### src/rtl/prf_pkg.sv
// Shared types and constants of the pcapng radiotap packet framer.
package prf_pkg;

   typedef enum logic {
      MODE_HEADER  = 1'b0,
      MODE_PAYLOAD = 1'b1
   } mode_type;

   localparam int HDR_BYTES = 44;
   localparam int CNT_W     = 6;
   localparam int TOT_W     = 17;

   localparam logic [31:0] EPB_TYPE      = 32'h0000_0006;
   localparam logic [15:0] BAND_2G       = 16'h0080;
   localparam logic [15:0] BAND_5G       = 16'h0100;
   localparam logic [15:0] FREQ_2G_BASE  = 16'd2407;
   localparam logic [15:0] FREQ_CH14     = 16'd2484;
   localparam logic [15:0] FREQ_5G_BASE  = 16'd5000;
   localparam logic [7:0]  LAST_2G_CHAN  = 8'd13;
   localparam logic [7:0]  CHAN_14       = 8'd14;
   localparam logic [15:0] RT_LEN        = 16'd16;
   localparam logic [31:0] RT_PRESENT    = 32'h0000_002C;
   localparam logic [TOT_W-1:0] RT_BYTES = 17'd16;
   localparam logic [TOT_W-1:0] EPB_OVERHEAD = 17'd32;
   localparam logic [CNT_W-1:0] TRAILER_BYTES = 6'd4;

   localparam int          CSR_ADDR_W      = 3;
   localparam logic        REG_SNAP_LENGTH = 1'b0;
   localparam logic [15:0] SNAP_RESET      = 16'd2048;

   typedef struct packed {
      logic [HDR_BYTES*8-1:0] bytes;
      logic [CNT_W-1:0]       count;
      logic                   ends;
   } job_type;

endpackage

### src/rtl/prf_csr.sv
// APB-style configuration register holding the snap length.
module prf_csr (
   input  logic                            clock,
   input  logic                            reset,
   input  logic                            csr_psel,
   input  logic                            csr_penable,
   input  logic                            csr_pwrite,
   input  logic [prf_pkg::CSR_ADDR_W-1:0]  csr_paddr,
   input  logic [31:0]                     csr_pwdata,
   output logic [31:0]                     csr_prdata,
   output logic                            csr_pready,
   output logic [15:0]                     snap_length
);

   logic [15:0] snap_ff;
   logic [15:0] snap_in;
   logic        wr_en;
   logic        sel_snap;

   assign sel_snap   = (csr_paddr[2] == prf_pkg::REG_SNAP_LENGTH);
   assign wr_en      = csr_psel && csr_penable && csr_pwrite && csr_pready;
   assign csr_pready = 1'b1;

   always_comb begin
      snap_in = snap_ff;
      if (wr_en && sel_snap) begin
         snap_in = csr_pwdata[15:0];
      end
   end

   always_ff @(posedge clock) begin
      if (reset) begin
         snap_ff <= prf_pkg::SNAP_RESET;
      end else begin
         snap_ff <= snap_in;
      end
   end

   assign csr_prdata  = sel_snap ? {16'h0000, snap_ff} : 32'h0000_0000;
   assign snap_length = snap_ff;

endmodule

### src/rtl/prf_frame_ctrl.sv
// Frame tracking state and per-word byte job builder.
module prf_frame_ctrl #(
   parameter int LENGTH_BITS = 16
) (
   input  logic                   clock,
   input  logic                   reset,
   input  logic                   accept,
   input  prf_pkg::mode_type      mode,
   input  logic [7:0]             channel,
   input  logic signed [7:0]      signal_strength,
   input  logic [7:0]             rate_mbps,
   input  logic [15:0]            frame_length,
   input  logic [63:0]            timestamp,
   input  logic [7:0]             payload_byte,
   input  logic [15:0]            snap_length,
   output prf_pkg::job_type       job,
   output logic                   job_load
);

   localparam int TW = prf_pkg::TOT_W;

   logic                   in_frame_ff, in_frame_in;
   logic [LENGTH_BITS-1:0] in_left_ff, in_left_in;
   logic [LENGTH_BITS-1:0] kept_left_ff, kept_left_in;
   logic [1:0]             pad_ff, pad_in;
   logic [TW-1:0]          total_ff, total_in;

   logic [LENGTH_BITS-1:0] flen, snap, kept, left_nx;
   logic [TW-1:0]          caplen, total;
   logic [1:0]             pad;
   logic [8:0]             rate2;
   logic [7:0]             rate_b;
   logic [10:0]            ch5;
   logic [15:0]            freq, band;
   logic [prf_pkg::HDR_BYTES*8-1:0] hdr;
   logic [63:0]            trail, seq;
   logic                   has_data, closing;

   assign flen    = frame_length[LENGTH_BITS-1:0];
   assign snap    = snap_length[LENGTH_BITS-1:0];
   assign kept    = (flen < snap) ? flen : snap;
   assign caplen  = prf_pkg::RT_BYTES + {{(TW-LENGTH_BITS){1'b0}}, kept};
   assign pad     = 2'b00 - caplen[1:0];
   assign total   = caplen + {{(TW-2){1'b0}}, pad} + prf_pkg::EPB_OVERHEAD;
   assign rate2   = {rate_mbps, 1'b0};
   assign rate_b  = rate2[8] ? 8'hFF : rate2[7:0];
   assign ch5     = {1'b0, channel, 2'b00} + {3'b000, channel};

   always_comb begin
      if (channel >= 8'd1 && channel <= prf_pkg::LAST_2G_CHAN) begin
         freq = prf_pkg::FREQ_2G_BASE + {5'b0, ch5};
      end else if (channel == prf_pkg::CHAN_14) begin
         freq = prf_pkg::FREQ_CH14;
      end else begin
         freq = prf_pkg::FREQ_5G_BASE + {5'b0, ch5};
      end
   end

   assign band = (channel <= prf_pkg::CHAN_14) ? prf_pkg::BAND_2G : prf_pkg::BAND_5G;

   // little-endian EPB header followed by the radiotap header, byte 0 lowest
   assign hdr = {8'h00, signal_strength, band, freq, 8'h00, rate_b,
                 prf_pkg::RT_PRESENT, prf_pkg::RT_LEN, 8'h00, 8'h00,
                 {{(32-LENGTH_BITS){1'b0}}, flen},
                 {{(32-TW){1'b0}}, caplen},
                 timestamp[31:0], timestamp[63:32], 32'h0000_0000,
                 {{(32-TW){1'b0}}, total}, prf_pkg::EPB_TYPE};

   assign has_data = (kept_left_ff != '0);
   assign left_nx  = in_left_ff - 1'b1;
   assign closing  = (left_nx == '0);
   assign trail    = {{(64-TW){1'b0}}, total_ff} << {pad_ff, 3'b000};
   assign seq      = has_data ? {trail[55:0], payload_byte} : trail;

   always_comb begin
      in_frame_in  = in_frame_ff;
      in_left_in   = in_left_ff;
      kept_left_in = kept_left_ff;
      pad_in       = pad_ff;
      total_in     = total_ff;
      job.bytes    = '0;
      job.count    = '0;
      job.ends     = 1'b0;
      if (accept) begin
         unique case (mode)
            prf_pkg::MODE_HEADER: begin
               in_frame_in = 1'b0;
               if (flen != '0) begin
                  in_frame_in  = 1'b1;
                  in_left_in   = flen;
                  kept_left_in = kept;
                  pad_in       = pad;
                  total_in     = total;
                  job.bytes    = hdr;
                  job.count    = prf_pkg::CNT_W'(prf_pkg::HDR_BYTES);
               end
            end
            prf_pkg::MODE_PAYLOAD: begin
               if (in_frame_ff) begin
                  in_left_in = left_nx;
                  if (has_data) begin
                     kept_left_in = kept_left_ff - 1'b1;
                  end
                  if (closing) begin
                     in_frame_in  = 1'b0;
                     kept_left_in = '0;
                     pad_in       = 2'b00;
                     job.bytes    = {{(prf_pkg::HDR_BYTES*8-64){1'b0}}, seq};
                     job.count    = {{(prf_pkg::CNT_W-1){1'b0}}, has_data}
                                  + {{(prf_pkg::CNT_W-2){1'b0}}, pad_ff}
                                  + prf_pkg::TRAILER_BYTES;
                     job.ends     = 1'b1;
                  end else begin
                     job.bytes = {{(prf_pkg::HDR_BYTES*8-8){1'b0}}, payload_byte};
                     job.count = {{(prf_pkg::CNT_W-1){1'b0}}, has_data};
                  end
               end
            end
            default: begin
               in_frame_in = in_frame_ff;
            end
         endcase
      end
   end

   assign job_load = accept && (job.count != '0);

   always_ff @(posedge clock) begin
      if (reset) begin
         in_frame_ff  <= 1'b0;
         in_left_ff   <= '0;
         kept_left_ff <= '0;
         pad_ff       <= 2'b00;
         total_ff     <= '0;
      end else begin
         in_frame_ff  <= in_frame_in;
         in_left_ff   <= in_left_in;
         kept_left_ff <= kept_left_in;
         pad_ff       <= pad_in;
         total_ff     <= total_in;
      end
   end

endmodule

### src/rtl/prf_byte_emitter.sv
// Byte shift line that drains one job per word into the output register.
module prf_byte_emitter (
   input  logic             clock,
   input  logic             reset,
   input  prf_pkg::job_type job,
   input  logic             job_load,
   input  logic             rsp_tready,
   output logic             req_ready,
   output logic             rsp_tvalid,
   output logic [7:0]       rsp_tdata,
   output logic             rsp_tlast
);

   logic [prf_pkg::HDR_BYTES*8-1:0] bytes_ff, bytes_in;
   logic [prf_pkg::CNT_W-1:0]       remain_ff, remain_in;
   logic                            ends_ff, ends_in;
   logic                            out_valid_ff, out_valid_in;
   logic [7:0]                      out_byte_ff, out_byte_in;
   logic                            out_last_ff, out_last_in;
   logic                            out_adv, emit, on_last;

   assign out_adv   = !out_valid_ff || rsp_tready;
   assign emit      = (remain_ff != '0) && out_adv;
   assign on_last   = (remain_ff == prf_pkg::CNT_W'(1));
   assign req_ready = (remain_ff == '0) || (emit && on_last);

   always_comb begin
      bytes_in     = bytes_ff;
      remain_in    = remain_ff;
      ends_in      = ends_ff;
      out_valid_in = out_valid_ff;
      out_byte_in  = out_byte_ff;
      out_last_in  = out_last_ff;
      if (job_load) begin
         bytes_in  = job.bytes;
         remain_in = job.count;
         ends_in   = job.ends;
      end else if (emit) begin
         bytes_in  = bytes_ff >> 8;
         remain_in = remain_ff - 1'b1;
      end
      if (out_adv) begin
         out_valid_in = emit;
      end
      if (emit) begin
         out_byte_in = bytes_ff[7:0];
         out_last_in = ends_ff && on_last;
      end
   end

   always_ff @(posedge clock) begin
      bytes_ff    <= bytes_in;
      ends_ff     <= ends_in;
      out_byte_ff <= out_byte_in;
      out_last_ff <= out_last_in;
      if (reset) begin
         remain_ff    <= '0;
         out_valid_ff <= 1'b0;
      end else begin
         remain_ff    <= remain_in;
         out_valid_ff <= out_valid_in;
      end
   end

   assign rsp_tvalid = out_valid_ff;
   assign rsp_tdata  = out_byte_ff;
   assign rsp_tlast  = out_last_ff;

endmodule

### src/rtl/pcapng_radiotap_packet_framer.sv
// Top level of the pcapng Enhanced Packet Block framer with radiotap header.
//
// req_ takes words: tuser 0 is a frame header, tuser 1 one payload byte.
// rsp_ delivers the pcapng byte stream, one byte per word; tlast marks the
// final byte of each block trailer. csr_ writes snap_length at address 0.
// rsp_tvalid rises after an accepted word's bytes have passed the shift line
// and the output register. A payload byte that is kept gives one byte; the byte that
// closes a frame gives 4 to 8 bytes (byte if kept, padding, length trailer);
// a header gives 44 bytes. A dropped byte gives nothing.
// The pace is set by the single output byte lane: req_tready is high when
// the byte shift line is empty or is emitting its last byte.
// When rsp_tready is low and the output register holds a valid byte, it keeps it and the shift
// line stops; req_tready stays low while the line holds any byte.
// Reset clears frame state and the shift line, drops any pending output
// and sets snap_length to 2048.
module pcapng_radiotap_packet_framer #(
   parameter int LENGTH_BITS = 16
) (
   input  logic                            clock,
   input  logic                            reset,
   input  logic                            req_tvalid,
   output logic                            req_tready,
   // [7:0] channel, [15:8] signal_strength, [23:16] rate_mbps,
   // [39:24] frame_length, [103:40] timestamp, [111:104] payload_byte
   input  logic [111:0]                    req_tdata,
   // [0] mode
   input  logic                            req_tuser,
   output logic                            rsp_tvalid,
   input  logic                            rsp_tready,
   // [7:0] out_byte
   output logic [7:0]                      rsp_tdata,
   output logic                            rsp_tlast,
   input  logic                            csr_psel,
   input  logic                            csr_penable,
   input  logic                            csr_pwrite,
   input  logic [prf_pkg::CSR_ADDR_W-1:0]  csr_paddr,
   input  logic [31:0]                     csr_pwdata,
   output logic [31:0]                     csr_prdata,
   output logic                            csr_pready
);

   logic             accept;
   logic             job_load;
   logic [15:0]      snap_length;
   prf_pkg::job_type job;
   prf_pkg::mode_type mode;

   assign accept = req_tvalid && req_tready;
   assign mode   = prf_pkg::mode_type'(req_tuser);

   prf_csr u_csr (
      .clock       (clock),
      .reset       (reset),
      .csr_psel    (csr_psel),
      .csr_penable (csr_penable),
      .csr_pwrite  (csr_pwrite),
      .csr_paddr   (csr_paddr),
      .csr_pwdata  (csr_pwdata),
      .csr_prdata  (csr_prdata),
      .csr_pready  (csr_pready),
      .snap_length (snap_length)
   );

   prf_frame_ctrl #(
      .LENGTH_BITS (LENGTH_BITS)
   ) u_ctrl (
      .clock           (clock),
      .reset           (reset),
      .accept          (accept),
      .mode            (mode),
      .channel         (req_tdata[7:0]),
      .signal_strength (req_tdata[15:8]),
      .rate_mbps       (req_tdata[23:16]),
      .frame_length    (req_tdata[39:24]),
      .timestamp       (req_tdata[103:40]),
      .payload_byte    (req_tdata[111:104]),
      .snap_length     (snap_length),
      .job             (job),
      .job_load        (job_load)
   );

   prf_byte_emitter u_emit (
      .clock      (clock),
      .reset      (reset),
      .job        (job),
      .job_load   (job_load),
      .rsp_tready (rsp_tready),
      .req_ready  (req_tready),
      .rsp_tvalid (rsp_tvalid),
      .rsp_tdata  (rsp_tdata),
      .rsp_tlast  (rsp_tlast)
   );

`ifndef SYNTH
   // total length stays below 2^17, so the top trailer byte is always zero
   a_last_byte_zero: assert property (@(posedge clock) disable iff (reset)
      rsp_tvalid && rsp_tlast |-> rsp_tdata == 8'h00)
      else $error("block trailer top byte not zero");

   a_reset_flush: assert property (@(posedge clock)
      $past(reset) |-> !rsp_tvalid)
      else $error("output valid right after reset");

   a_snap_write: assert property (@(posedge clock) disable iff (reset)
      csr_psel && csr_penable && csr_pwrite && !csr_paddr[2]
      |=> snap_length == $past(csr_pwdata[15:0]))
      else $error("snap length write lost");
`endif

endmodule

### config.mk
export PLATFORM = sky130hd
export DESIGN_NAME = pcapng_radiotap_packet_framer
export DESIGN_NICKNAME = d
export VERILOG_FILES = /design/src/rtl/prf_pkg.sv /design/src/rtl/prf_csr.sv /design/src/rtl/prf_frame_ctrl.sv /design/src/rtl/prf_byte_emitter.sv /design/src/rtl/pcapng_radiotap_packet_framer.sv
export SDC_FILE = /design/constraint.sdc
export NUM_CORES = 1
export LEC_CHECK = 0
export BUFFER_PORTS_ARGS = -buffer_cell sky130_fd_sc_hd__buf_2
export CORE_UTILIZATION = 35
export DETAILED_ROUTE_END_ITERATION = 8
export PLACE_DENSITY = 0.63
export SLEW_MARGIN = 20
export SYNTH_ARGS = -nofsm -noshare
export SYNTH_HDL_FRONTEND = slang
export SYNTH_HIERARCHICAL = 1
export SYNTH_SLANG_ARGS = --single-unit
### constraint.sdc
create_clock -name clock -period 11.5 [get_ports clock]
set_clock_uncertainty 0.1 [all_clocks]
set_input_delay 1.15 -clock clock [delete_from_list [all_inputs] [get_ports clock]]
set_output_delay 1.15 -clock clock [all_outputs]
set_load 0.01 [all_outputs]
==> results.sh <==
export IMPL_ys_ff_latch=436
export IMPL_diodes=0
export IMPL_vias=15500
export IMPL_area_delta_synth_final_pct=10.4
export IMPL_max_freq_mhz=158
export IMPL_fin_cells=3205
export IMPL_cts_sinks=436
export IMPL_seqPwrFrac=0.471
export IMPL_synth_area_top_cells="edfxtp_1, mux2_2, dfxtp_1"
export IMPL_hp_class="reg -> reg"
export IMPL_final_nets=2426
export IMPL_hold_viol=0
export IMPL_path_cells="buf_2 -> ha_1 -> nand4_2 -> or4_4 -> o32ai_2 -> nor2_2 -> buf_4 -> nor2_1 -> a21o_1 -> ha_1 -> nand4_1 -> nor2_1 -> xnor2_1 -> a2111oi_4 -> a41o_2 -> and3_1 -> nor3b_1 -> xor2_1 -> o21ai_0 -> mux2_2"
export IMPL_grt_pass1_vias=15100
export IMPL_maxCapViolCount=0
export IMPL_p_switching_uw=2050
export IMPL_p_per_area_nw_per_um2=250
export IMPL_irDropWorstVdd_mv=0.445
export IMPL_initial_core_util=0.355
export IMPL_drc=0
export IMPL_grt_antenna_before_repair=2
export IMPL_cp_required_ps=11740
export IMPL_netlist_area_leader_share=0.444
export IMPL_clk_pin_slew_ps=60
export IMPL_min_period_ps=6330
export IMPL_power_leakage_uw=0.00984
export IMPL_worstSetupStartpointType="input pin"
export IMPL_worst_slack_ps=5170
export IMPL_critical_path_arrival_ps=6570
export IMPL_yosys_area_top_type="edfxtp_1"
export IMPL_grt_start_max_net_pins=187
export IMPL_worst_pin_slew_ps=1010
export IMPL_power_internal_uw=4710
export IMPL_wl_per_cell_um=16.3
export IMPL_status="finished, final reports clean"
export IMPL_clock_latency_ps=600
export IMPL_synth_cell_types=83
export IMPL_period_share=0.551
export IMPL_routed_wl_um=52400
export IMPL_dieArea_um2=71000
export IMPL_rsz0062_at_grt="no"
export IMPL_relSlewSlack=0.318
export IMPL_dpl_worst_slack_ps=4590
export IMPL_setup_tns_ps=0
export IMPL_root_buffer="clkbuf_16"
export IMPL_rows=96
export IMPL_critPathCaptureType="register"
export IMPL_drt_pass1_iter_count=5
export IMPL_crit_type="in -> reg"
export IMPL_crit_family="simple AND/OR/NAND/NOR gates"
export IMPL_fillerInstances=6773
export IMPL_r2r_slack_ps=5280
export IMPL_cts_tree="done"
export IMPL_ys_seq_area_frac=0.504
export IMPL_drive_above_1_share=0.281
export IMPL_track_usage=0.145
export IMPL_hpwl_um=34400
export IMPL_drv_slew=0
export IMPL_io_pins=199
export IMPL_core_area_um2=68900
export IMPL_setup_viol=0
export IMPL_viasPerCell=4.84
export IMPL_dp_cells=3113
export IMPL_io_buffers=163
export IMPL_gr_total_overflow=0
export IMPL_yosysMostFrequentCell="edfxtp_1"
export IMPL_syn_inst=2127
export IMPL_synth_edf_count=362
export IMPL_slowest_stage="or4_4"
export IMPL_combPwrFrac=0.290
export IMPL_synth_async_reset_ratio=0
export IMPL_cts_hold_buffers=0
export IMPL_netlist_area_um2=24500
export IMPL_dieWidth_um=267
export IMPL_gp_congestion=0.849
export IMPL_cp_num_buf_inv=2
export IMPL_cts_resized=0
export IMPL_syn_area_per_cell_um2=11.5
export IMPL_seq_area_um2=12400
export IMPL_drt_iter0_markers=1194
export IMPL_synthFlopType="edfxtp_1"
export IMPL_cts_max_level=2
export IMPL_multi_input_area_um2=10700
export IMPL_ant_nets=0
export IMPL_cts_setup_buffers=0
export IMPL_grt_pass1_wl_um=82400
export IMPL_cts_path_max_buffers=3
export IMPL_total_power_uw=6760
export IMPL_die_h_um=267
export IMPL_swShare=0.303
export IMPL_yosys_top_cells_count="edfxtp_1, mux2_2, buf_4"
export IMPL_yosys_warnings=6
export IMPL_clkPwrFrac=0.239
export IMPL_cts_buffers=50
export IMPL_worst_path_max_fanout=29
export IMPL_cp_slowest_stage_delay_ps=590
path summary, 6_finish.rpt:
kind	from	cells after the start	end
worst min-delay path	u_emit/bytes_ff[6]	0	u_emit/rsp_tdata[6]
worst min register to register	u_emit/bytes_ff[6]	0	u_emit/rsp_tdata[6]
worst max register to register	u_csr/snap_length[13]	20	u_emit/bytes_ff[47]
worst max-delay path	req_tdata[37]	20	u_emit/bytes_ff[47]
registers in the layout, indices dropped and copies added (netlist names), 2 cells and up:
register	count
u_emit/bytes_ff	352
u_emit/rsp_tdata	8
u_ctrl/in_left_ff	16
u_ctrl/pad_ff	2
u_ctrl/kept_left_ff	16
u_emit/remain_ff	6
u_ctrl/total_ff	16
u_csr/snap_length	16
layout by cell type, fill, tap and decap left out, drive strengths merged, types with 6 or more instances in the layout:
cell | Yosys | routed
edfxtp | 362 | 362
mux2 | 347 | 347
conb | 3 | 189
buf | 239 | 176
nor2 | 157 | 157
nand2 | 114 | 114
and2 | 106 | 106
a21oi | 95 | 95
dfxtp | 74 | 74
o21ai | 59 | 59
clkbuf | 67 | 59
inv | 42 | 45
nand2b | 39 | 39
xnor2 | 39 | 39
a22oi | 37 | 37
ha | 36 | 36
nor3 | 32 | 32
nand3 | 29 | 29
nor2b | 25 | 25
mux2i | 25 | 25
clkinv | 1 | 22
a211oi | 18 | 18
o22ai | 14 | 14
nand4 | 14 | 14
nor4 | 14 | 14
xor2 | 11 | 11
or3 | 9 | 9
a21o | 8 | 8
a22o | 8 | 8
or2 | 8 | 8
o32ai | 7 | 7
or4 | 7 | 7
and2b | 6 | 6
o211ai | 6 | 6
a31oi | 6 | 6
o21a | 6 | 6
layer usage:
layer  up-vias  GRT usage  wire length (um)
li1       7539          -                 -
met1      7496      0.191             23500
met3        92     0.0243              2500
met2       378      0.240             24900
met5         -          0                29
met4         4     0.0488              1450
layout make-up:
type / instances / area share
multi-input combinational: 1527 / 0.397
tap: 931 / 0.0431
timing repair buffer: 176 / 0.0352
clock inverter: 33 / 0.0129
inverter: 43 / 0.00601
clock buffer: 59 / 0.0495
sequential: 436 / 0.457
power by group through the flow:
| stage | sequential (uW) | clock (uW) | combinational, uW |
|---|---|---|---|
| final | 3180 | 1620 | 1960 |
| after global routing | 3270 | 1730 | 2160 |
| after CTS | 3200 | 1680 | 1990 |
| after detailed placement | 3230 | 0 | 1970 |
| after global placement | 3200 | 0 | 1910 |
| after floorplan | 3290 | 0 | 1530 |
kinds of logic after synthesis:
kind of cell,Yosys count,share of synthesized area
DFF,436,0.504
other,3,0.000460
AOI/OAI and AO/OA,295,0.0791
xor gates and xnor gates,50,0.0179
and+or+nand+nor,584,0.123
adders and majority gates,37,0.0192
muxes,372,0.170
buffers and inverters,350,0.0865
worst reg2reg max path: stages (launching register included):
cell	delay, ps
dfxtp_1	520
inv_1	160
ha_1	340
nand4_2	180
or4_4	590
o32ai_2	410
nor2_2	200
buf_4	290
nor2_1	130
a21o_1	190
ha_1	470
nand4_1	300
nor2_1	220
xnor2_1	160
a2111oi_4	350
a41o_2	180
and3_1	210
nor3b_1	230
xor2_1	330
o21ai_0	130
mux2_2	280
metrics by stage:
stage,util,hold WS [ps],cell area (um^2)
after CTS,0.392,321,27000
final,0.392,318,27000
after global routing,0.392,328,27000
after floorplan,-,300,25200
after detailed placement,0.368,308,25400
after global placement,0.368,304,25400
(Power assumes the default switching activity.)
